`src/hdl/dpr_pkg.sv`:
```
`timescale 1ns / 1ps
// ============================================================================
// dpr_pkg: shared types and constants for disparity reprojection
// Register indexes, field widths and the front-to-back item record.
// ============================================================================
package dpr_pkg;

    localparam int COORD_BITS_DEF = 12;
    localparam int DISP_W   = 20;
    localparam int FOCAL_W  = 24;
    localparam int BASE_W   = 20;
    localparam int DIM_W    = 13;
    localparam int CFG_W    = 24;
    localparam int CFG_IDX_W = 3;
    localparam int PT_W     = 32;
    localparam int QDEPTH   = 4;

    localparam logic [CFG_IDX_W-1:0] REG_FOCAL_X      = 3'd0;
    localparam logic [CFG_IDX_W-1:0] REG_FOCAL_Y      = 3'd1;
    localparam logic [CFG_IDX_W-1:0] REG_CENTER_X     = 3'd2;
    localparam logic [CFG_IDX_W-1:0] REG_CENTER_Y     = 3'd3;
    localparam logic [CFG_IDX_W-1:0] REG_BASELINE     = 3'd4;
    localparam logic [CFG_IDX_W-1:0] REG_IMAGE_WIDTH  = 3'd5;
    localparam logic [CFG_IDX_W-1:0] REG_IMAGE_HEIGHT = 3'd6;

    // back-end sequencer states
    typedef enum logic [2:0] {
        ST_IDLE,
        ST_ZDIV,
        ST_XMUL,
        ST_XDIV,
        ST_YMUL,
        ST_YDIV,
        ST_DONE
    } bk_state_t;

    // classified item handed from front to back (positions Q.8 pixels)
    typedef struct packed {
        logic [DISP_W-2:0] disp;      // positive disparity magnitude
        logic              valid;
        logic              frame_end;
        logic signed [25:0] offs_x;   // u*256 - cx
        logic signed [25:0] offs_y;   // v*256 - cy
    } dpr_item_t;

endpackage

```
`src/hdl/dpr_divider.sv`:
```
`timescale 1ns / 1ps
// ============================================================================
// dpr_divider: unsigned restoring divider, one quotient bit per cycle
// Computes num / den for a 58-bit numerator and 24-bit divisor.
// ============================================================================
module dpr_divider
    import dpr_pkg::*;
(
    input  logic        clk,
    input  logic        rst_n,
    input  logic        start,
    input  logic [57:0] num,
    input  logic [23:0] den,
    output logic        done,
    output logic [57:0] quot
);

    logic [57:0] q_reg;
    logic [24:0] rem_reg;
    logic [23:0] den_reg;
    logic [5:0]  cnt_reg;
    logic        busy_reg;
    logic        done_reg;
    logic [24:0] trial;
    logic [25:0] diff;

    assign trial = {rem_reg[23:0], q_reg[57]};
    assign diff  = {1'b0, trial} - {2'b00, den_reg};

    // one shift-subtract step per cycle
    always_ff @(posedge clk or negedge rst_n)
    begin
        if (!rst_n)
        begin
            busy_reg <= 1'b0;
            done_reg <= 1'b0;
            cnt_reg  <= '0;
        end
        else
        begin
            done_reg <= 1'b0;
            if (start)
            begin
                busy_reg <= 1'b1;
                cnt_reg  <= 6'd57;
            end
            else if (busy_reg)
            begin
                if (cnt_reg == 6'd0)
                begin
                    busy_reg <= 1'b0;
                    done_reg <= 1'b1;
                end
                cnt_reg <= cnt_reg - 6'd1;
            end
        end
    end

    always_ff @(posedge clk)
    begin
        if (start)
        begin
            q_reg   <= num;
            rem_reg <= '0;
            den_reg <= den;
        end
        else if (busy_reg)
        begin
            if (!diff[25])
            begin
                rem_reg <= diff[24:0];
                q_reg   <= {q_reg[56:0], 1'b1};
            end
            else
            begin
                rem_reg <= trial;
                q_reg   <= {q_reg[56:0], 1'b0};
            end
        end
    end

    assign done = done_reg;
    assign quot = q_reg;

endmodule

```
`src/hdl/dpr_front.sv`:
```
`timescale 1ns / 1ps
// ============================================================================
// dpr_front: pixel position tracking and item classification
// Keeps raster counters and builds the record for the back end.
// ============================================================================
module dpr_front
    import dpr_pkg::*;
#(
    parameter int COORD_BITS = COORD_BITS_DEF
)
(
    input  logic               clk,
    input  logic               rst_n,
    input  logic               take,
    input  logic [DISP_W-1:0]  disparity,
    input  logic [FOCAL_W-1:0] center_x,
    input  logic [FOCAL_W-1:0] center_y,
    input  logic [DIM_W-1:0]   image_width,
    input  logic [DIM_W-1:0]   image_height,
    output dpr_item_t          item
);

    // compare width covers both the counter and the size register
    localparam int CNT_W = ((COORD_BITS > DIM_W) ? COORD_BITS : DIM_W) + 1;

    logic [COORD_BITS-1:0] col_reg, col_next;
    logic [COORD_BITS-1:0] row_reg, row_next;
    logic last_col, last_row;

    assign last_col = (CNT_W'(col_reg) + CNT_W'(1) >= CNT_W'(image_width))
                      || (&col_reg);
    assign last_row = (CNT_W'(row_reg) + CNT_W'(1) >= CNT_W'(image_height))
                      || (&row_reg);

    // raster advance
    always_comb
    begin
        col_next = col_reg + 1'b1;
        row_next = row_reg;
        if (last_col)
        begin
            col_next = '0;
            row_next = last_row ? '0 : row_reg + 1'b1;
        end
    end

    always_ff @(posedge clk or negedge rst_n)
    begin
        if (!rst_n)
        begin
            col_reg <= '0;
            row_reg <= '0;
        end
        else if (take)
        begin
            col_reg <= col_next;
            row_reg <= row_next;
        end
    end

    // classify current pixel
    always_comb
    begin
        item.valid     = !disparity[DISP_W-1] && (disparity != '0);
        item.disp      = disparity[DISP_W-2:0];
        item.frame_end = last_col && last_row;
        item.offs_x    = $signed(26'({col_reg, 8'd0}))
                         - $signed({2'b00, center_x});
        item.offs_y    = $signed(26'({row_reg, 8'd0}))
                         - $signed({2'b00, center_y});
    end

endmodule

```
`src/hdl/dpr_back.sv`:
```
`timescale 1ns / 1ps
// ============================================================================
// dpr_back: depth and lateral coordinate computation
// Sequences one shared divider through Z, X and Y for each valid item.
// ============================================================================
module dpr_back
    import dpr_pkg::*;
(
    input  logic               clk,
    input  logic               rst_n,
    input  logic               in_valid,
    input  dpr_item_t          in_item,
    output logic               in_take,
    input  logic [FOCAL_W-1:0] focal_x,
    input  logic [FOCAL_W-1:0] focal_y,
    input  logic [BASE_W-1:0]  baseline,
    output logic               out_valid,
    input  logic               out_take,
    output logic [PT_W-1:0]    point_x,
    output logic [PT_W-1:0]    point_y,
    output logic [PT_W-1:0]    point_z,
    output logic               point_valid,
    output logic               frame_end
);

    bk_state_t st_reg, st_next;
    dpr_item_t it_reg;
    logic [30:0] z_reg;
    logic        neg_reg;
    logic [PT_W-1:0] x_reg, y_reg;
    logic        div_start;
    logic [57:0] div_num;
    logic [23:0] div_den;
    logic        div_done;
    logic [57:0] div_q;
    logic [23:0] fx1, fy1;
    logic [44:0] fxb;
    logic [25:0] offs_mag;
    logic [56:0] mul;
    logic [PT_W-1:0] lat;

    assign fx1 = (focal_x == '0) ? 24'd1 : focal_x;
    assign fy1 = (focal_y == '0) ? 24'd1 : focal_y;
    assign fxb = fx1 * baseline;

    // signed offset times depth, sign handled apart
    assign offs_mag = (st_reg == ST_XMUL) ?
        (it_reg.offs_x[25] ? 26'(-it_reg.offs_x) : 26'(it_reg.offs_x)) :
        (it_reg.offs_y[25] ? 26'(-it_reg.offs_y) : 26'(it_reg.offs_y));
    assign mul = offs_mag * z_reg;

    // saturate the magnitude quotient to a signed 32-bit value
    always_comb
    begin
        if (neg_reg)
            lat = (div_q > 58'h80000000) ? 32'h80000000 : 32'(-div_q[32:0]);
        else
            lat = (div_q > 58'h7FFFFFFF) ? 32'h7FFFFFFF : div_q[31:0];
    end

    dpr_divider u_div (
        .clk   (clk),
        .rst_n (rst_n),
        .start (div_start),
        .num   (div_num),
        .den   (div_den),
        .done  (div_done),
        .quot  (div_q)
    );

    // next state
    always_comb
    begin
        st_next = st_reg;
        unique case (st_reg)
            ST_IDLE: if (in_valid) st_next = in_item.valid ? ST_ZDIV : ST_DONE;
            ST_ZDIV: if (div_done) st_next = ST_XMUL;
            ST_XMUL: st_next = ST_XDIV;
            ST_XDIV: if (div_done) st_next = ST_YMUL;
            ST_YMUL: st_next = ST_YDIV;
            ST_YDIV: if (div_done) st_next = ST_DONE;
            ST_DONE: if (out_take) st_next = ST_IDLE;
            default: st_next = ST_IDLE;
        endcase
    end

    // outputs
    always_comb
    begin
        in_take   = 1'b0;
        div_start = 1'b0;
        div_num   = {1'b0, mul};
        div_den   = fx1;
        unique case (st_reg)
            ST_IDLE:
            begin
                in_take   = in_valid;
                div_start = in_valid && in_item.valid;
                div_num   = 58'(fxb);
                div_den   = {5'd0, in_item.disp};
            end
            ST_XMUL: div_start = 1'b1;
            ST_YMUL:
            begin
                div_start = 1'b1;
                div_den   = fy1;
            end
            default: ;
        endcase
    end

    always_ff @(posedge clk or negedge rst_n)
    begin
        if (!rst_n)
            st_reg <= ST_IDLE;
        else
            st_reg <= st_next;
    end

    // datapath registers
    always_ff @(posedge clk)
    begin
        unique case (st_reg)
            ST_IDLE:
            begin
                it_reg <= in_item;
                z_reg  <= '0;
                x_reg  <= '0;
                y_reg  <= '0;
            end
            ST_ZDIV:
            begin
                if (div_done)
                begin
                    z_reg    <= (div_q > 58'h7FFFFFFF) ? 31'h7FFFFFFF : div_q[30:0];
                end
            end
            ST_XMUL, ST_YMUL:
            begin
                neg_reg  <= (st_reg == ST_XMUL) ? it_reg.offs_x[25] : it_reg.offs_y[25];
            end
            ST_XDIV: if (div_done) x_reg <= lat;
            ST_YDIV: if (div_done) y_reg <= lat;
            default: ;
        endcase
    end

    assign out_valid   = (st_reg == ST_DONE);
    assign point_x     = x_reg;
    assign point_y     = y_reg;
    assign point_z     = {1'b0, z_reg};
    assign point_valid = it_reg.valid;
    assign frame_end   = it_reg.frame_end;

endmodule

```
`src/hdl/disparity_to_point_reprojection_core.sv`:
```
`timescale 1ns / 1ps
// ============================================================================
// disparity_to_point_reprojection_core: disparity pixel to 3-D point
// Top level: config registers, front end, item queue and back end.
// ============================================================================
// Usage:
//   Input: drive disparity with push while full is low; one item per pixel
//   in raster order. Results: read point_x/y/z, point_valid and frame_end
//   while empty is low, and pulse pop to take the item.
//   Configuration: cfg_we with cfg_index and cfg_data, only while idle.
//   Processing: a valid pixel runs three 58-step divisions on one
//   shared bit-serial divider (Z, then X, then Y), and the back end takes
//   the next item only after pop takes the result. An invalid pixel skips
//   the divisions and goes straight to the result. The divider sets the rate.
//   A four-entry queue sits between the front end and the back end, so
//   pixels are taken while the back end works.
//   Reset clears the pixel counters, the queue and the registers to their
//   defaults. When pop is held low the result waits and the back end
//   stalls; the queue then fills and full rises.
// ============================================================================
module disparity_to_point_reprojection_core
    import dpr_pkg::*;
#(
    parameter int COORD_BITS = COORD_BITS_DEF
)
(
    input  logic                 clk,
    input  logic                 rst_n,
    input  logic                 push,
    output logic                 full,
    input  logic [DISP_W-1:0]    disparity,
    output logic                 empty,
    input  logic                 pop,
    output logic [PT_W-1:0]      point_x,
    output logic [PT_W-1:0]      point_y,
    output logic [PT_W-1:0]      point_z,
    output logic                 point_valid,
    output logic                 frame_end,
    input  logic                 cfg_we,
    input  logic [CFG_IDX_W-1:0] cfg_index,
    input  logic [CFG_W-1:0]     cfg_data
);

    localparam int QA = $clog2(QDEPTH);

    logic [FOCAL_W-1:0] focal_x_reg, focal_y_reg, center_x_reg, center_y_reg;
    logic [BASE_W-1:0]  baseline_reg;
    logic [DIM_W-1:0]   width_reg, height_reg;
    dpr_item_t          fr_item;
    dpr_item_t          q_mem [QDEPTH];
    logic [QA:0]        wp_reg, rp_reg;
    logic               take, q_empty, bk_take, bk_valid;

    // configuration registers
    always_ff @(posedge clk or negedge rst_n)
    begin
        if (!rst_n)
        begin
            focal_x_reg  <= 24'd256;
            focal_y_reg  <= 24'd256;
            center_x_reg <= '0;
            center_y_reg <= '0;
            baseline_reg <= '0;
            width_reg    <= 13'd160;
            height_reg   <= 13'd120;
        end
        else if (cfg_we)
        begin
            unique case (cfg_index)
                REG_FOCAL_X:      focal_x_reg  <= cfg_data;
                REG_FOCAL_Y:      focal_y_reg  <= cfg_data;
                REG_CENTER_X:     center_x_reg <= cfg_data;
                REG_CENTER_Y:     center_y_reg <= cfg_data;
                REG_BASELINE:     baseline_reg <= cfg_data[BASE_W-1:0];
                REG_IMAGE_WIDTH:  width_reg    <= cfg_data[DIM_W-1:0];
                REG_IMAGE_HEIGHT: height_reg   <= cfg_data[DIM_W-1:0];
                default: ;
            endcase
        end
    end

    assign full    = (wp_reg[QA] != rp_reg[QA]) && (wp_reg[QA-1:0] == rp_reg[QA-1:0]);
    assign q_empty = (wp_reg == rp_reg);
    assign take    = push && !full;

    dpr_front #(.COORD_BITS(COORD_BITS)) u_front (
        .clk          (clk),
        .rst_n        (rst_n),
        .take         (take),
        .disparity    (disparity),
        .center_x     (center_x_reg),
        .center_y     (center_y_reg),
        .image_width  (width_reg),
        .image_height (height_reg),
        .item         (fr_item)
    );

    // item queue between front and back
    always_ff @(posedge clk)
    begin
        if (take)
            q_mem[wp_reg[QA-1:0]] <= fr_item;
    end

    always_ff @(posedge clk or negedge rst_n)
    begin
        if (!rst_n)
        begin
            wp_reg <= '0;
            rp_reg <= '0;
        end
        else
        begin
            if (take)
                wp_reg <= wp_reg + 1'b1;
            if (bk_take)
                rp_reg <= rp_reg + 1'b1;
        end
    end

    dpr_back u_back (
        .clk         (clk),
        .rst_n       (rst_n),
        .in_valid    (!q_empty),
        .in_item     (q_mem[rp_reg[QA-1:0]]),
        .in_take     (bk_take),
        .focal_x     (focal_x_reg),
        .focal_y     (focal_y_reg),
        .baseline    (baseline_reg),
        .out_valid   (bk_valid),
        .out_take    (pop),
        .point_x     (point_x),
        .point_y     (point_y),
        .point_z     (point_z),
        .point_valid (point_valid),
        .frame_end   (frame_end)
    );

    assign empty = !bk_valid;

    a_no_overflow: assert property (@(posedge clk) disable iff (!rst_n)
        full |-> !(wp_reg == rp_reg)) else $error("queue full and empty");
    a_z_nonneg: assert property (@(posedge clk) disable iff (!rst_n)
        !empty |-> !point_z[PT_W-1]) else $error("negative depth");
    a_invalid_zero: assert property (@(posedge clk) disable iff (!rst_n)
        (!empty && !point_valid) |-> (point_z == '0 && point_x == '0))
        else $error("invalid point not zero");
    a_hold: assert property (@(posedge clk) disable iff (!rst_n)
        (!empty && !pop) |=> (!empty && $stable(point_z)))
        else $error("result dropped while stalled");

endmodule
```
`config.mk`:
```
export PLATFORM = sky130hd
export DESIGN_NAME = disparity_to_point_reprojection_core
export DESIGN_NICKNAME = d
export VERILOG_FILES = /design/src/hdl/dpr_pkg.sv /design/src/hdl/dpr_divider.sv /design/src/hdl/dpr_front.sv /design/src/hdl/dpr_back.sv /design/src/hdl/disparity_to_point_reprojection_core.sv
export SDC_FILE = /design/constraint.sdc
export NUM_CORES = 2
export LEC_CHECK = 0
export ABC_AREA = 1
export BUFFER_PORTS_ARGS = -buffer_cell sky130_fd_sc_hd__buf_2
export CAP_MARGIN = 20
export CORE_MARGIN = 2
export CORE_UTILIZATION = 57
export CTS_CLUSTER_SIZE = 40
export DETAILED_ROUTE_END_ITERATION = 10
export PLACE_DENSITY = 0.73
export SLEW_MARGIN = 20
export SYNTH_ARGS = -nofsm -noshare
export SYNTH_HDL_FRONTEND = slang
export SYNTH_SLANG_ARGS = --single-unit
```
`constraint.sdc`:
```
create_clock -name clk -period 17.79 [get_ports clk]
set_clock_uncertainty 0.2 [all_clocks]
set_input_delay 2.6685 -clock clk [delete_from_list [all_inputs] [get_ports clk]]
set_output_delay 2.6685 -clock clk [all_outputs]
set_load 0.02 [all_outputs]
```
==> results.md <==
- Crit share post-route: 52.1%
- Final hold violations: 0
- Sequential share of the synthesized area: 26.4%
- Clock root cell: clkbuf_16
- Wire length on met2: 110 mm
- Fmax: 0.108 GHz
- Post-CTS Setup Inserts: 0
- Area grow syn2layout: 6.60%
- Floorplan Core Area: 135,000 um^2
- Yosys warnings: 0
- Skew-Pair Late Insertion Delay: 0.71 ns
- Crit Path Class: flip-flop to flip-flop
- CTS H-tree lvls: 3
- Worst EP arrival: 9.49 ns
- Antenna violations before repair: 5
- Number of max-capacitance violations reported: 0
- Max reg flops: 284
- Ports: 152
- Gr ovfl total: 0
- CP max-delay cell: edfxtp_1
- DIE WIDTH: 373 um
- 1st-pass router iterations: 7
- Top cell type's share of synthesized area: 28.0%
- Die height: 373 um
- Drt first-iter violations: 6,409
- Total GRT Usage: 35.4%
- Post-synth EDFFs: 514
- Synth Register Bits: 721
- Critical path required time: 18.01 ns
- Synth Instances: 9,305
- Fin crit period: 9.27 ns
- Crit start category: flip-flop
- Hold_buf cts: 0
- Status: finished clean
- Post-route ant nets: 0
- TritonCTS clock tree: done
- Syn_area_per_cell: 8.36 um^2
- Clock tree buffer depth: 3
- Top FF cell, synth: edfxtp_1
- Num rows: 135
- Fillers: 11,800
- Vias in the first global route: 65,600
- Mapped Area: 77,800 um^2
- # DRC: 0
- Met3 WL: 24.7 mm
- Top cells by area, synth: fa_1, edfxtp_1, nand2_1
- Clk sink count: 721
- Finish-stage setup viols: 0
- Final #Nets: 10,900
- Buffers added on ports: 150
- Rel. slew slack: 23.1%
- Top Metal Used: met4
- RSZ-0062 raised after global routing: no
- Largest area contributor in the netlist: fa_1
- Measured slew at the worst slew-check pin: 1.15 ns
- GPL Wtd Cong: 1.02
- Routed via count: 64,000
- DRT Wirelength: 243 mm
- PostCTS Resize Cnt: 0
- Die area: 139,000 um^2
- Total negative slack: 0 ns
- Hold Crit Class: flip-flop to flip-flop
- Max incr delay on CP: 0.77 ns
- Max-slew violation count: 0
- Async SR Flop Fraction: 25.4%
- Largest net degree at the start of global routing: 102
- Worst Path Max Fanout: 28
- Fraction of layout cells with a size suffix above 1: 5.08%
- CTS clock-pin slew for the worst setup and hold paths: 0.06 ns
- Drt wl/cell: 21.9 um
- Routed vias/inst: 5.75
- CP endpoint kind: flip-flop
- Routed length on met1: 94.0 mm
- Post-synthesis cell type count: 63
- Initial Util: 57.4%
- DP HPWL: 185 mm
- CTS Buf Count: 78
- Global-route wire length before repair: 376 mm
area by class of cell:
type                    count  area (um^2)  area share, %
repair buffers            259         1620           1.96
inverters                2019         7580           9.15
flip-flops and latches    721        20500           24.7
diodes                      5         12.5         0.0151
clock inverters            45          629          0.759
well taps                1781         2230           2.69
multi-input cells        6202        48200           58.2
clock buffers             101         2110           2.55
Yosys cell counts (all sizes together), types with 29 or more instances:
master	instances
a21oi	351
buf	119
clkbuf	274
dfrtp	175
edfxtp	514
fa	1087
ha	438
inv	2013
nand2	2032
nand3	419
nand4	60
nor2	888
nor3	54
nor4	32
o21ai	470
o22ai	59
xnor2	29
xor2	73
metal layers:
metal | up-vias | global-route usage [%]
met5 | - | 0
met4 | 0 | 19.0
met3 | 818 | 7.58
met2 | 3468 | 56.0
met1 | 31300 | 45.7
li1 | 28500 | -
worst paths after layout:
kind                                                    endpoint  slack (ns)  cells past startpoint                                   from
setup / recovery                 u_back.u_div.quot[25]$_DFFE_PP_        8.52                     31            u_back.it_reg[50]$_DFFE_PP_
hold / removal             u_back.u_div.rem_reg[16]$_SDFFE_PP0P_        0.28                      2  u_back.u_div.rem_reg[16]$_SDFFE_PP0P_
setup reg to reg                 u_back.u_div.quot[25]$_DFFE_PP_        8.52                     31            u_back.it_reg[50]$_DFFE_PP_
hold reg to reg            u_back.u_div.rem_reg[16]$_SDFFE_PP0P_        0.28                      2  u_back.u_div.rem_reg[16]$_SDFFE_PP0P_
max in group asynchronous                  rp_reg[0]$_DFFE_PN0P_       13.77                      4                                  rst_n
min in group asynchronous               width_reg[6]$_DFFE_PN0P_        1.69                      1                                  rst_n
through the flow:
stage	setup slack (ns)	cells	area (um^2)	hold WS, ns	utilization (%)
2_1_floorplan	10.58	9335	77900	0.243	-
3_3_place_gp	8.79	11000	80100	0.263	59.1
3_5_place_dp	8.75	11000	80100	0.268	59.1
4_1_cts	8.71	11100	82900	0.280	61.2
5_1_grt	8.17	11100	82900	0.295	61.2
6_report	8.52	11100	82900	0.279	61.2
cells in the final DEF, fill, tap and decap left out, types with 19 or more instances in the layout:
cell	Yosys	final
nor3_1	49	49
buf_2	86	149
o211ai_1	26	26
conb_1	2	32
a21oi_1	351	351
buf_4	12	106
o21ai_0	454	451
a31oi_1	19	19
xnor2_1	29	29
dfrtp_1	175	173
clkbuf_16	0	80
nor4_1	30	30
nand4_1	59	59
edfxtp_1	514	514
inv_1	1995	1995
dfxtp_1	24	24
xor2_1	73	73
nand2_1	2016	2015
ha_1	438	438
fa_1	1087	1087
nand3_1	417	415
nor2_1	882	877
nand3b_1	24	24
o22ai_1	59	59
worst max-delay path, delay by kind of cell, from the launching register on:
family,cells,cell delay [ns]
AOI/OAI and AO/OA,6,0.87
DFF,1,0.77
adders and majority gates,8,4.01
and+or+nand+nor,10,1.68
buffers and inverters,7,1.37
logic make-up (layout without fill, tap and decap cells):
family | Yosys count | count (layout) | synth area share [%]
AO/OA/AOI/OAI | 1008 | 1008 | 7.07
XOR/XNOR | 102 | 102 | 1.15
adder cells (fa/ha/maj) | 1525 | 1525 | 35.0
buffers and inverters | 2412 | 2424 | 11.9
flip-flops | 721 | 721 | 26.4
other | 2 | 37 | 0.00965
AND/OR/NAND/NOR | 3535 | 3535 | 18.5
Power is not shown: default switching activity piles up to over one toggle a cycle in this logic, so the estimate is an artifact.
